$ cat config.mk
export PLATFORM = sky130hd
export DESIGN_NAME = ssoc_ram
export DESIGN_NICKNAME = d
export VERILOG_FILES = /design/src/hw/rtl/ssoc_ram.sv
export SDC_FILE = /design/constraint.sdc
export NUM_CORES = 1
export LEC_CHECK = 0
export ABC_AREA = 1
export BUFFER_PORTS_ARGS = -buffer_cell sky130_fd_sc_hd__buf_2
export CORE_MARGIN = 2
export CORE_UTILIZATION = 51
export CTS_CLUSTER_SIZE = 40
export DETAILED_ROUTE_END_ITERATION = 10
export GPL_TIMING_DRIVEN = 0
export MAX_ROUTING_LAYER = met4
export PLACE_DENSITY = 0.77
export SLEW_MARGIN = 0
export SYNTH_ARGS = -nofsm -noshare
export SYNTH_HDL_FRONTEND = slang
export SYNTH_SLANG_ARGS = --single-unit
$ cat constraint.sdc
create_clock -name clk -period 1.8 [get_ports clk]
set_input_delay 0.36 -clock clk [delete_from_list [all_inputs] [get_ports clk]]
set_output_delay 0.36 -clock clk [all_outputs]
set_load 0.02 [all_outputs]
$ cat src/hw/rtl/ssoc_ram.sv
// ----------------------------------------------------------------------------
// ssoc_ram
// Generic single-write, single-read memory with a registered read port.
// ----------------------------------------------------------------------------
`default_nettype none

module ssoc_ram #(
  parameter int WIDTH = 16,
  parameter int DEPTH = 16,
  localparam int ADDR_W = (DEPTH > 1) ? $clog2(DEPTH) : 1
) (
  input  logic              clk,
  input  logic              wr_en,
  input  logic [ADDR_W-1:0] wr_addr,
  input  logic [WIDTH-1:0]  wr_data,
  input  logic [ADDR_W-1:0] rd_addr,
  output logic [WIDTH-1:0]  rd_data
);

  logic [WIDTH-1:0] mem [DEPTH];

  always_ff @(posedge clk) begin
    if (wr_en) begin
      mem[wr_addr] <= wr_data;
    end
    rd_data <= mem[rd_addr];
  end

endmodule

`default_nettype wire

# Word-level counts from Yosys, hierarchy flattened
# Memory sizes are Yosys's and may differ from the RTL's. A register that Yosys moved wholly into a read port is not among the register bits.
# Cells that the tools add are included.
dict set report classes {
  n_mux 2
}
# op count
set op_table {}
lappend op_table {{two-way mux 1 bit} 2}
dict set report word_totals {
  reg_bits 0
  ramBits 256
  out_inout_bits 16
  elab_cells 3
  mem_count 1
}
# name words word_bits read_ports rd_clocked_by_memory_dff write_ports line
set memory_table {}
lappend memory_table {mem 16 16 1 1 1 20} ;# logic [WIDTH-1:0] mem [DEPTH];

# Logic depth before layout (Yosys ltp)
# Gate-level depths: netlist of run 1.
dict set report logic_depth {
  ltp_word 2
  mapped_depth 9
}

# Least setup slack after synthesis of run 1
# No wires, ideal clock.
dict set report synth_path {
  kind {input -> register}
  start {in wr_addr[2]}
  end {mem mem[10][0], enable pin}
  setup_time_ns 0.388
  t_arrival_ns 1.271
  path_slack_ns 0.140
  cell_stages 2
  n_path_buf 0
  cell_sequence {nand3b_1 -> nor2_1}
}
# element line
set synth_lines {}
lappend synth_lines {{start: declaration} 14} ;# input logic [ADDR_W-1:0] wr_addr,
lappend synth_lines {{end: declaration} 20}
# Straight into the memory's write port.

==> flow_summary.ini, run 1 <==
[clocking]
cts_resized = 0
holdBufCountCts = 0
clk_pin_slew_ns = 0.06
cts_root_buf = clkbuf_16
cts_buffers = 27
clock_latency_ns = 0.53
post-cts-setup-buffer-count = 0
htreeDepth = 1
clockBufferDepth = 3
cts_tree = built
clkSinkCount = 272

[critical_path]
crit_path_frequent_cell = nand3_1
regToRegSetupSlack_ns = 0.68
max_stage_delay_ns = 0.70
crit_chain = buf_2, inv_2, clkbuf_1, nand3_1, nand3_1, nand3_1, nand2_1
setup.worst_path.class = in -> reg
crit_path_start_kind = input port
crit_family = buffers and inverters
crit_arrival_ns = 1.94
cp_max_fo = 10
endpoint_kind = register
cp.required_ns = 2.26
cpMaxStageDelayCell = clkbuf_1
path_buf_inv = 3

[place]
gp_congestion = 0.8772
place_inst = 1408
dp_hpwl_mm = 18.43
detailed_place.area_um2 = 12190
place_ws_ns = -0.1460
port_buffers = 39

[routing]
drc = 0
wl_per_cell_um = 19.91
dr.pass1.iters = 8
drt_first_iter_violations = 1149
finalWirelength_mm = 29.01
viasPerCell = 5.447
vias = 7936
ant_nets = 0

[timing]
worst_slew_pin_slew_ns = 0.9548
finalSetupViolCount = 0
finalCritPeriodShare_pct = 82.48
slew_viol_final = 0
setup_ws_ns = 0.3154
fmax_mhz = 673.6
relSlewSlack_pct = 36.28
fin_crit_ns = 1.485
hold_viol = 0
setup_tns_ns = 0
clock_skew_ns = 0.007512
rsz0062_at_grt = false

[hold_path]
hp-class = in -> reg

[grt]
antenna_found_initial = 0
grt_max_degree = 17
grt_use_met3_pct = 4.820
grt_use_total_pct = 25.06
use_met2_pct = 41.39
met1_usage_pct = 29.92
grt_pass1_wl_mm = 43.08
grt_pass1_vias = 7937
grt.busiest_layer = met2
overflow = 0

[floorplanning]
pin_count = 42
fp.dieH_um = 153.4
die_w_um = 153.4
start_util_pct = 51.99
num_rows = 54
die_area_um2 = 23530
core_area_um2 = 21890

[cells_and_area]
syn_to_final_growth_pct = 15.28
drive_gt1_share_pct = 12.83
stdcell_area_um2 = 13120
fin_cells = 1457
finalNetCount = 1183
fillers = 1672
antenna_cells = 0

[pwr]
leakage_nw = 5.664
vdd_drop_max_v = 0.0006493
power.density_nw_per_um2 = 1067
power.total_mw = 14.00

[logic_synthesis]
yosysSeqAreaShare_pct = 70.36
yosysWarnings = 0
syn_area_um2 = 11380
syn_inst = 1074
syn-num-nets = 1100
post_synth_num_cell_types = 13
synth_area_per_cell_um2 = 10.60
synth-seq-cells = 272

[outcome]
run_status = complete, no violations

[job]
drv_cap = 0
flip-flops by register name (all words and copies together) (netlist names):
name and flops:
mem 256, rd_data 16
per-layer routing:
layer  wire length [um]  up-vias
met5                  0        -
met1              10280     3706
met2              14200      489
met3               3215      120
met4               1311        0
li1                   -     3621
tightest hold or removal path, stage by stage:
cell     delay, ns
buf_2         0.16
nand3_1       0.10
nand2_1       0.04
final cells by class:
class / instances / area, um2 / area share (%)
Clock buffer: 29 / 683.2 / 5.207
Inverter: 198 / 743.2 / 5.665
Buffer: 51 / 305.3 / 2.327
Timing Repair Buffer: 54 / 420.4 / 3.204
Sequential cell: 272 / 8008 / 61.03
Tap cell: 280 / 350.3 / 2.670
Clock inverter: 20 / 245.2 / 1.869
Multi-Input combinational cell: 553 / 2365 / 18.02
power by group:
group,internal [mW],switching [mW]
Clock,3.59,2.32
Combinational,0.271,0.710
Sequential,7.08,0.0358
through the flow:
stage,hold WS [ns],utilization [%]
6_report,0.1815,59.93
3_3_place_gp,0.6569,54.48
3_5_place_dp,0.6610,55.69
4_1_cts,0.1645,59.93
5_1_grt,0.1948,59.93
2_1_floorplan,0.4589,-
synthesized netlist by cell type:
cell type / n / area share (%)
buf_4: 18 / 1.2
buf_1: 1 / 0.033
clkbuf_1: 10 / 0.33
inv_2: 2 / 0.066
inv_1: 196 / 6.5
buf_2: 19 / 0.84
nand3b_1: 2 / 0.13
nand3_1: 193 / 8.5
buf_6: 3 / 0.30
edfxtp_1: 256 / 68
nor2_1: 17 / 0.56
nand2_1: 341 / 11
dfxtp_1: 16 / 2.8
layout by cell type (no fill, tap or decap):
master / count
buf_1: 1
buf_2: 58
buf_4: 18
buf_6: 3
buf_8: 15
bufinv_16: 6
clkbuf_1: 12
clkbuf_16: 27
clkinv_1: 8
clkinv_2: 4
clkinvlp_4: 2
dfxtp_1: 16
edfxtp_1: 256
inv_1: 196
inv_2: 2
nand2_1: 341
nand3_1: 193
nand3b_1: 2
nor2_1: 1
nor2_2: 16
cell families after synthesis:
group                  synth area share [%]
and+or+nand+nor                       20.43
DFF                                   70.36
buffers and inverters                 9.213
path summary, 6_finish.rpt:
check / from / to / cells after the start
worst min register to register: mem[10][3] / rd_data[3] / 6
worst min-delay path: rd_addr[3] / rd_data[3] / 3
worst max-delay path: rd_addr[1] / rd_data[11] / 7
worst max register to register: mem[1][5] / rd_data[5] / 6
No activity file was read; power rests on OpenSTA's default activity.
==> run 2, diff against run 1 <==
--- a/config.mk
+++ b/config.mk
@@ -13,7 +13,7 @@
 export DETAILED_ROUTE_END_ITERATION = 10
 export GPL_TIMING_DRIVEN = 0
 export MAX_ROUTING_LAYER = met4
-export PLACE_DENSITY = 0.77
+export PLACE_DENSITY = 0.79
 export SLEW_MARGIN = 0
 export SYNTH_ARGS = -nofsm -noshare
 export SYNTH_HDL_FRONTEND = slang
==> constraint.sdc (replaced) <==
create_clock -name clk -period 1.3 [get_ports clk]
set_input_delay 0.26 -clock clk [delete_from_list [all_inputs] [get_ports clk]]
set_output_delay 0.26 -clock clk [all_outputs]
set_load 0.02 [all_outputs]
==> flow_summary.ini, run 2 (synthesized netlist as in run 1, its figures left out) <==
[pwr]
p_comb_share_pct = 7.1
power_frac_clock_pct = 41.2
p_int_mw = 14.82
netSwitchingPower_mw = 4.211
leakage_nw = 5.616
swShare_pct = 22.12
power.density_nw_per_um2 = 1466
pwr-share-seq_pct = 51.7
vdd_drop_max_v = 0.0008472

[hold_path]
hp-class = in -> reg

[cells_and_area]
final_cell_mix = 341 x nand2_1, 256 x edfxtp_1, 196 x inv_1
final_common_cell = nand2_1
drive_gt1_share_pct = 12.94
antenna_cells = 0
regMostFlops = mem
post-route-util_pct = 59.31
largest_reg_flops = 256
syn_to_final_growth_pct = 14.07
top_regs = mem: 256 flops, rd_data: 16 flops
finalNetCount = 1173

[floorplanning]
pin_count = 42
num_rows = 54
fp.dieH_um = 153.4
die_area_um2 = 23530
start_util_pct = 51.99
core_area_um2 = 21890
die_w_um = 153.4

[timing]
clock_skew_ns = 0.01596
finalSetupViolCount = 96
rsz0062_at_grt = true
fin_crit_ns = 1.466
finalCritPeriodShare_pct = 112.8
worst_slew_pin_slew_ns = 1.060
hold_viol = 0
setup_ws_ns = -0.1662
relSlewSlack_pct = 29.27
fmax_mhz = 682.0
slew_viol_final = 0
setup_tns_ns = -13.01

[grt]
overflow = 0
antenna_found_initial = 1
grt_pass1_wl_mm = 42.70
grt_pass1_vias = 8010
grt_use_total_pct = 24.82
grt_max_degree = 17

[clocking]
clockBufferDepth = 3
cts_root_buf = clkbuf_16
clkSinkCount = 272
htreeDepth = 1
clk_pin_slew_ns = 0.07
clock_latency_ns = 0.54
cts_tree = built
cts_buffers = 26

[critical_path]
setup.worst_path.class = in -> reg
endpoint_kind = register
crit_arrival_ns = 1.61
crit_path_start_kind = input port
cp_max_fo = 16
cp.required_ns = 1.45

[outcome]
run_status = finished with violations
violations = negative setup slack

[routing]
finalWirelength_mm = 28.55
wl_per_cell_um = 19.73
drc = 0
viasPerCell = 5.528
dr.pass1.iters = 5
vias = 7999
ant_nets = 0
drt_first_iter_violations = 946

[job]
drv_cap = 0

[place]
place_ws_ns = -0.6735
port_buffers = 39
gp_congestion = 0.8704
dp_hpwl_mm = 18.21
-- run 2: changes by cell type in the layout (fill, tap and decap cells not counted), moves of 2 or more --
cell / change
buf_8: -9
bufinv_16: -3
clkbuf_1: -3
clkbuf_2: +2
clkbuf_8: +5
clkinv_1: -7
clkinv_2: +6
clkinvlp_4: -2
nor2_2: -4
nor2_4: +4
-- run 2: cell type report --
type	instances	area (um2)
plain buffers	51	307.8
clock buffers	33	748.2
clock inverters	15	152.6
fillers	1667	8909
inverters	198	743.2
multi-input cells	553	2385
flip-flops and latches	272	8008
well taps	280	350.3
repair buffers	45	287.8
-- run 2: power groups by stage --
stage | registers (mW) | logic [mW] | clock network (mW)
final | 9.85 | 1.34 | 7.84
after global routing | 9.86 | 1.44 | 8.16
after CTS | 9.85 | 1.31 | 7.85
after detailed placement | 10.0 | 1.30 | 0
after global placement | 10.0 | 1.24 | 0
after floorplan | 10.1 | 0.668 | 0
-- run 2: worst max-delay path, cell delays in order --
cell      delay [ns]
buf_2           0.12
nand3b_1        0.33
nor2_2          0.88
-- run 2: path summary, 6_finish.rpt --
check	to	from	slack, ns	cells after the start
setup / recovery	mem[10][7]	wr_addr[2]	-0.17	3
hold / removal	rd_data[1]	rd_addr[3]	0.10	3
setup reg to reg	rd_data[8]	mem[9][8]	0.12	6
hold reg to reg	rd_data[1]	mem[10][1]	0.68	6
-- run 2: stage by stage --
step           cell area [um2]  total power, mW  cells  hold WS [ns]
2_1_floorplan            11410            10.77   1074        0.3589
5_1_grt                  12980            19.47   1447        0.1093
4_1_cts                  12970            19.01   1447       0.07711
3_5_place_dp             12060            11.33   1399        0.6406
6_report                 12980            19.03   1447        0.1004
3_3_place_gp             11950            11.26   1393        0.6287
-- run 2: timing repair --
item / 4_1_cts / 5_1_grt
endpoints found under the hold margin: 0 / 0
resized for setup: 1 / 7
setup buffers: 0 / 0
setup endpoints to repair: 128 / 133
hold buffers: 0 / 0
-- run 2: routing by layer --
| metal | track usage [%] | routed length (um) | vias up |
|---|---|---|---|
| met2 | 41.88 | 14170 | 516 |
| met1 | 29.71 | 10120 | 3770 |
| met4 | 10.62 | 1160 | 0 |
| met3 | 4.111 | 3099 | 102 |
| met5 | - | 0 | - |
| li1 | - | - | 3611 |
