==> src/hw/rtl/ssoc_pkg.sv <==
// ----------------------------------------------------------------------------
// ssoc_pkg
// Shared types and constants of the sorted sequence occurrence counter.
// ----------------------------------------------------------------------------
`default_nettype none

package ssoc_pkg;

  localparam int ITEM_W   = 16;
  localparam int OCC_W    = 11;
  localparam int STATUS_W = 2;
  localparam int CMD_W    = 2;

  // Command codes of the input channel.
  localparam logic [CMD_W-1:0] CMD_LOAD   = 2'd0;
  localparam logic [CMD_W-1:0] CMD_QUERY  = 2'd1;
  localparam logic [CMD_W-1:0] CMD_CLEAR  = 2'd2;
  localparam logic [CMD_W-1:0] CMD_UNUSED = 2'd3;

  // Status codes reported with each result.
  localparam logic [STATUS_W-1:0] ST_OK   = 2'd0;
  localparam logic [STATUS_W-1:0] ST_FULL = 2'd1;
  localparam logic [STATUS_W-1:0] ST_LONG = 2'd2;

  // Outcome of one step of the sequence comparator.
  typedef struct packed {
    logic done;
    logic gt;
    logic lt;
  } cmp_res_t;

  // Completion of a query search.
  typedef struct packed {
    logic             done;
    logic [OCC_W-1:0] occ;
  } srch_res_t;

endpackage

`default_nettype wire

==> src/hw/rtl/ssoc_cmp.sv <==
// ----------------------------------------------------------------------------
// ssoc_cmp
// One step of the lexicographic comparison of a table entry against the query.
// ----------------------------------------------------------------------------
`default_nettype none

module ssoc_cmp #(
  parameter int LEN_W = 5
) (
  input  logic [LEN_W-1:0]          col,
  input  logic [LEN_W-1:0]          elen,
  input  logic [LEN_W-1:0]          qlen,
  input  logic [ssoc_pkg::ITEM_W-1:0] ent_item,
  input  logic [ssoc_pkg::ITEM_W-1:0] qry_item,
  output ssoc_pkg::cmp_res_t         res
);

  logic [LEN_W-1:0] n;

  assign n = (elen < qlen) ? elen : qlen;

  // Inside the common prefix the first differing item decides; past it the
  // shorter sequence ranks first.
  always_comb begin
    if (col < n) begin
      res.done = (ent_item != qry_item);
      res.gt   = (ent_item > qry_item);
      res.lt   = (ent_item < qry_item);
    end else begin
      res.done = 1'b1;
      res.gt   = (elen > qlen);
      res.lt   = (elen < qlen);
    end
  end

endmodule

`default_nettype wire

==> src/hw/rtl/ssoc_search.sv <==
// ----------------------------------------------------------------------------
// ssoc_search
// Sequencer for the upper and lower bound binary searches of a query.
// ----------------------------------------------------------------------------
`default_nettype none

module ssoc_search #(
  parameter int TABLE_DEPTH = 1024,
  parameter int MAX_SEQ_LEN = 16,
  localparam int AW    = $clog2(TABLE_DEPTH),
  localparam int CW    = $clog2(TABLE_DEPTH + 1),
  localparam int LW    = (MAX_SEQ_LEN > 1) ? $clog2(MAX_SEQ_LEN) : 1,
  localparam int LEN_W = $clog2(MAX_SEQ_LEN + 1)
) (
  input  logic                          clk,
  input  logic                          rst,
  input  logic                          start,
  input  logic [CW-1:0]                 count,
  input  logic [LEN_W-1:0]              qlen,
  input  logic [LEN_W-1:0]              ent_len,
  input  logic [ssoc_pkg::ITEM_W-1:0]   ent_item,
  input  logic [ssoc_pkg::ITEM_W-1:0]   qry_item,
  output logic [AW-1:0]                 rd_row,
  output logic [LW-1:0]                 rd_col,
  output ssoc_pkg::srch_res_t           res
);

  localparam logic [1:0] S_IDLE  = 2'd0;
  localparam logic [1:0] S_LOOP  = 2'd1;
  localparam logic [1:0] S_PROBE = 2'd2;
  localparam logic [1:0] S_CMP   = 2'd3;

  logic [1:0]                  state;
  logic                        phase;
  logic [CW-1:0]               lo;
  logic [CW-1:0]               hi;
  logic [CW-1:0]               up;
  logic [AW-1:0]               mid;
  logic [LEN_W-1:0]            col;
  logic [LEN_W-1:0]            col_next;
  logic [CW:0]                 sum;
  logic [CW-1:0]               mid_inc;
  logic                        done;
  logic [ssoc_pkg::OCC_W-1:0]  occ;
  ssoc_pkg::cmp_res_t          cres;

  ssoc_cmp #(
    .LEN_W(LEN_W)
  ) u_cmp (
    .col     (col),
    .elen    (ent_len),
    .qlen    (qlen),
    .ent_item(ent_item),
    .qry_item(qry_item),
    .res     (cres)
  );

  assign sum      = {1'b0, lo} + {1'b0, hi};
  assign mid_inc  = CW'(mid) + CW'(1);
  assign col_next = col + LEN_W'(1);

  // The item read is issued in the cycle before its comparison.
  always_comb begin
    rd_row = mid;
    case (state)
      S_CMP:   rd_col = col_next[LW-1:0];
      default: rd_col = '0;
    endcase
  end

  always_ff @(posedge clk) begin
    if (rst) begin
      state <= S_IDLE;
      done  <= 1'b0;
    end else begin
      // The second search has closed its interval.
      done <= (state == S_LOOP) && !(lo < hi) && phase;
      case (state)
        S_IDLE: begin
          if (start) begin
            lo    <= '0;
            hi    <= count;
            phase <= 1'b0;
            state <= S_LOOP;
          end
        end
        S_LOOP: begin
          if (lo < hi) begin
            mid   <= sum[AW:1];
            state <= S_PROBE;
          end else if (!phase) begin
            up    <= lo;
            lo    <= '0;
            phase <= 1'b1;
          end else begin
            occ   <= ssoc_pkg::OCC_W'(up - lo);
            state <= S_IDLE;
          end
        end
        S_PROBE: begin
          col   <= '0;
          state <= S_CMP;
        end
        S_CMP: begin
          if (cres.done) begin
            if (!phase) begin
              if (cres.gt) begin
                hi <= CW'(mid);
              end else begin
                lo <= mid_inc;
              end
            end else begin
              if (cres.lt) begin
                lo <= mid_inc;
              end else begin
                hi <= CW'(mid);
              end
            end
            state <= S_LOOP;
          end else begin
            col <= col_next;
          end
        end
        default: state <= S_IDLE;
      endcase
    end
  end

  assign res.done = done;
  assign res.occ  = occ;

  a_bounds_ordered: assert property (@(posedge clk) disable iff (rst)
    (state != S_IDLE) |-> (lo <= hi))
    else $error("search bounds crossed");

  a_col_in_prefix: assert property (@(posedge clk) disable iff (rst)
    (state == S_CMP) |-> (col <= ent_len && col <= qlen))
    else $error("comparison ran past the shorter sequence");

endmodule

`default_nettype wire

==> config.mk <==
export PLATFORM = sky130hd
export DESIGN_NAME = ssoc_search
export DESIGN_NICKNAME = d
export VERILOG_FILES = /design/src/hw/rtl/ssoc_pkg.sv /design/src/hw/rtl/ssoc_cmp.sv /design/src/hw/rtl/ssoc_search.sv
export SDC_FILE = /design/constraint.sdc
export NUM_CORES = 1
export LEC_CHECK = 0
export BUFFER_PORTS_ARGS = -buffer_cell sky130_fd_sc_hd__buf_2
export CAP_MARGIN = 20
export CORE_MARGIN = 1.5
export CORE_UTILIZATION = 29
export CTS_CLUSTER_DIAMETER = 100
export CTS_CLUSTER_SIZE = 16
export DETAILED_ROUTE_END_ITERATION = 7
export PLACE_DENSITY = 0.61
export REMOVE_ABC_BUFFERS = 1
export SYNTH_ARGS = -nofsm -noshare
export SYNTH_HDL_FRONTEND = slang
export SYNTH_SLANG_ARGS = --single-unit
==> constraint.sdc <==
create_clock -name clk -period 4.4 [get_ports clk]
set_clock_uncertainty 0.2 [all_clocks]
set_input_delay 0.88 -clock clk [delete_from_list [all_inputs] [get_ports clk]]
set_output_delay 0.88 -clock clk [all_outputs]
set_load 0.02 [all_outputs]
; After elaboration in Yosys (flattened, before gate mapping)
; Cells that the tools add are included.
[op_classes]
addsub = 4
magnitude_cmp = 6
eq_ne = 14
n_mux = 27
bitwise_logic = 3
n_reduce_logical = 16
[ops]
columns = cell, n
row1 = $mux 11, 12
row2 = $pmux 11 s3, 1
row3 = $pmux 11 s2, 1
row4 = $gt 16x16->1, 1
row5 = $lt 16x16->1, 1
row6 = $ne 16x16->1, 1
row7 = $ne 3x3->1 const B, 4
row8 = $reduce_and 4->1, 3
row9 = $add 10x1->11 const B, 1
row10 = $add 11x11->11, 1
row11 = $lt 11x11->1, 1
row12 = $sub 11x11->11, 1
row13 = $lt 5x5->1, 2
row14 = $mux 5, 2
row15 = $ne 2x2->1 const B, 5
row16 = $pmux 5 s2, 1
row17 = $reduce_and 3->1, 3
row18 = $mux 2, 4
row19 = $pmux 2 s4, 1
row20 = $reduce_and 8->1, 1
row21 = $reduce_and 6->1, 1
row22 = $reduce_bool 2->1, 3
row23 = $add 5x1->5 const B, 1
row24 = $gt 5x5->1, 1
row25 = 12 further kinds, 17
[totals]
ff_bits = 63
input_bits = 56
output_inout_bits = 26
wordCells = 79

; Longest topological paths before layout
[depth]
word_depth = 8
depth_mapped = 13
depth_no_buf = 13

; Modules after synthesis
; From an unflattened synthesis, not the netlist that was laid out.
[hier_totals]
cells_unflattened = 430
hier_area_um2 = 4436.8
[by_module_without_submodules]
columns = module, instances, cells_each, area_per_inst_um2, seq_area_each_um2
row1 = ssoc_search, 1, 335, 3706.1, 1861.8
row2 = ssoc_cmp, 1, 95, 730.7, 0.0

; Worst setup path before layout
; Ideal clock, no wire load.
[synth_path]
path_kind = input port to flip-flop
start = input qlen[2]
end = register hi[0] (enable)
setup_ps = 386
arrival_time_ps = 3788
required_time_ps = 3814
path_slack_ps = 26
cell_stages = 13
n_path_buf = 0
cell_sequence = inv_1 > ha_1 > a211oi_2 > nor2_1 > nor2_1 > mux2i_1 > ha_1 > nand2_1 > o21a_1 > and3_1 > a21boi_2 > or3_1 > a31oi_1
[synth_via]
elab_chain_cells = 6
word_cells_on_any_way = 9
classes_between = order compare: 3 / eq/ne: 3 / mux: 2 / reduce/logical: 1
[synth_rtl]
columns = item, line
row1 = from (decl), ssoc_search.sv:19  ; input logic [LEN_W-1:0] qlen,
row2 = $lt 5x5->1, "ssoc_cmp.sv:20, ssoc_cmp.sv:32"
row3 = $mux 5, ssoc_cmp.sv:20  ; assign n = (elen < qlen) ? elen : qlen;
row4 = $lt 5x5->1, ssoc_cmp.sv:25  ; if (col < n) begin
row5 = $mux 3 (*), ssoc_cmp.sv:25
row6 = $ne 3x3->1 (no line) / $ne 2x2->1 (equally long branches), n/a
row7 = $reduce_and 6->1 (no line) (*), n/a
row8 = to (signal assigned), ssoc_search.sv:82  ; hi <= count;
row9 = to (signal assigned), ssoc_search.sv:108  ; hi <= CW'(mid);
row10 = to (signal assigned), ssoc_search.sv:116  ; hi <= CW'(mid);
row11 = to (decl), ssoc_search.sv:36  ; logic [CW-1:0] hi;
; Every way passes the cells marked *; elsewhere a longest branch is shown, timed or not.
; A chain may end at the register's enable or synchronous reset.

; Final worst setup path
[layout_path]
start = input qlen[3]
end = register hi[0] (enable)
; Same word-level chain as after synthesis.

==> results.ini <==
[sta]
hold_violations=0
finalSetupViolCount=0
rsz0062_at_grt=no
slew_violations=0
max_freq_mhz=242
relSlewSlack=0.553
tightest_slew_ns=0.670
fin_crit_sh=0.938
holdWs_ns=0.330
min_period_ns=4.13

[floorplanning]
io-pin-count=82
initial_core_util=0.296
rows=45
fp.dieW_um=127
die_h_um=127
die-area_mm2=0.0161
core_area_mm2=0.0151

[pwr]
p_sw_w=0.000574
p_seq_frac=0.402
power.density_mw_per_mm2=365
p_comb_frac=0.251
irDropWorstVdd_mv=0.157
power_frac_clock=0.346
p_leak_nw=2.37
switching_share=0.292
internal_power_w=0.00139

[finish]
drive_gt1_frac=0.251
fin_nets=623
instances_no_fill=697
final_area_mm2=0.00540
diodes=0
syn2layout_area_growth_pct=20.9
utilization=0.358
fillers=1502

[global_route]
antenna_found_initial=0
grt_pass1_wl_mm=15.8
grt_max_degree=21
grt_pass1_vias=3349
overflow=0
grt_usage=0.124

[logic_synthesis]
synthArstFlopShare=0
post-synth-top-count-cell=ha_1
synth_top_area_frac=0.404
synth-seq-cells=63
synth_warnings=0
ys_seq_area_frac=0.417
yosysTopAreaCell=edfxtp_1
synth-edff-count=60
synth_top_family_by_area=adder cells
synth-xor-area-share=0.0549
netlist_instances=415
ys_types=62
synthFlopType=edfxtp_1
synth_area_leaders=edfxtp_1 40%, ha_1 17%, inv_1 4.6%
syn-cell-area_mm2=0.00446
synth_fa_ha_area_frac=0.180
netlist_top_cells_count=61 x ha_1, 60 x edfxtp_1, 55 x inv_1
synth_compound_area_frac=0.0978
synth.mux.area_fraction=0.0423
postSynthAreaPerCell_um2=10.8
synth_simple_gate_area_frac=0.154

[worst_setup_path]
crit_required_ns=4.23
worst_ep_arrival_time_ns=3.95
critical_path_class=input port to flip-flop
crit_path_end_kind=flip-flop
cp-start-kind=input port
crit_fanout=11

[clocking]
cts_buffers=9
clk_latency_ns=0.33
postCtsSetupBuffers=0
root_buffer=clkbuf_16
htreeDepth=3
cts.repair.resized=0
cts.clk_slew.worst_paths_ns=0.05
hold_buffers=0
cts.sinks=63
clockBufferDepth=2
cts_tree=done

[placed_design]
io_buffer_count=81
place.gp.congestion=0.846
place_inst=681
placed_area_mm2=0.00511
hpwlAfterDp_mm=7.72

[drt]
dr.pass1.iters=4
drtIter0Drc=121
ant_nets=0
vias_per_cell=4.72
wl_per_cell_um=13.6
drc_errors=0
via_count=3292
drt-total-wl_mm=9.47

[min_path]
min_path_type=flip-flop to flip-flop

[job]
cap_violations=0

[outcome]
status=completed

## state kept, by name (all words and copies together), names as in the netlist
name / cells
col: 5
done: 1
hi: 11
lo: 11
occ: 11
phase: 1
rd_row: 10
state: 2
up: 11
## cell families after synthesis
logic type | count (synthesis)
AO/OA/AOI/OAI | 61
adder cells (fa/ha/maj) | 63
XOR/XNOR | 28
multiplexers | 17
buffers and inverters | 63
flip-flops | 63
AND/OR/NAND/NOR | 120
## critical path, stage by stage
cell and delay [ns]:
buf_2 0.08, inv_1 0.04, ha_1 0.30, o21ai_0 0.28, nor2_1 0.07, nor2_1 0.43
mux2i_1 0.19, ha_1 0.31, nand2_1 0.07, o21a_1 0.23, and3_1 0.18, a21boi_2 0.16
or3_1 0.32, a31oi_1 0.17, buf_4 0.23
## metrics by stage
step | total power [W] | TNS, ns | worst slack, ns
2_1_floorplan | 0.00115 | 0 | 0.0258
3_3_place_gp | 0.00128 | 0 | 0.151
3_5_place_dp | 0.00130 | -0.689 | -0.0629
4_1_cts | 0.00199 | 0 | 0.261
5_1_grt | 0.00208 | 0 | 0.0148
6_report | 0.00197 | 0 | 0.271
## placed cells by master (no fill, tap or decap), drive strengths merged, types with 2 or more instances in the layout
master,synthesis,layout
and4b,2,2
o21ai,9,9
nor2b,10,10
a211oi,5,5
fa,2,2
nand2b,7,7
o31ai,2,2
clkbuf,5,10
or3,3,3
or3b,2,2
dfxtp,3,3
nor4,3,3
ha,61,61
inv,55,55
o211ai,2,2
o311ai,3,3
and2,17,17
nor3,9,9
a31oi,3,3
nand2,14,14
buf,3,86
nor2,16,16
a21o,2,2
nor3b,2,2
or2,3,3
nand3,17,17
mux2,12,12
a21oi,20,20
mux2i,5,5
clkinv,0,4
o21bai,3,3
edfxtp,60,60
a2111oi,3,3
xor2,11,11
nand4,8,8
xnor2,17,17
and3,4,4
## power groups by stage
stage                     clock network [W]  logic, W  registers (W)
after floorplan                           0  0.000345       0.000803
after global placement                    0  0.000476       0.000802
after detailed placement                  0  0.000494       0.000803
after CTS                          0.000695  0.000500       0.000793
after global routing               0.000721  0.000557       0.000800
final                              0.000682  0.000494       0.000792
## per-layer routing
metal  part of all wire  global-route usage  routed length (µm)
met5                  0                   0                   0
met4              0.012              0.0381                 115
met3              0.050              0.0251                 473
met2               0.52               0.227                4880
met1               0.42               0.145                4000
## layout make-up
class / count / area, µm² / area share
timing repair buffer: 86 / 443 / 0.0821
clock inverter: 6 / 61.3 / 0.0114
inverter: 55 / 206 / 0.0383
sequential: 63 / 1860 / 0.345
clock buffer: 10 / 229 / 0.0424
tap: 188 / 235 / 0.0436
multi-input combinational: 289 / 2360 / 0.437
## worst paths after layout
check / depth (start not counted) / slack (ns) / end / from
worst min register to register: 0 / 0.33 / up[6]$_DFFE_PP_ / lo[6]$_SDFFCE_PN0P_
worst min-delay path: 0 / 0.33 / up[6]$_DFFE_PP_ / lo[6]$_SDFFCE_PN0P_
worst max-delay path: 15 / 0.27 / hi[0]$_DFFE_PP_ / qlen[3]
worst max register to register: 8 / 1.55 / rd_row[9]$_DFFE_PP_ / lo[1]$_SDFFCE_PN0P_
(Power assumes the default switching activity.)
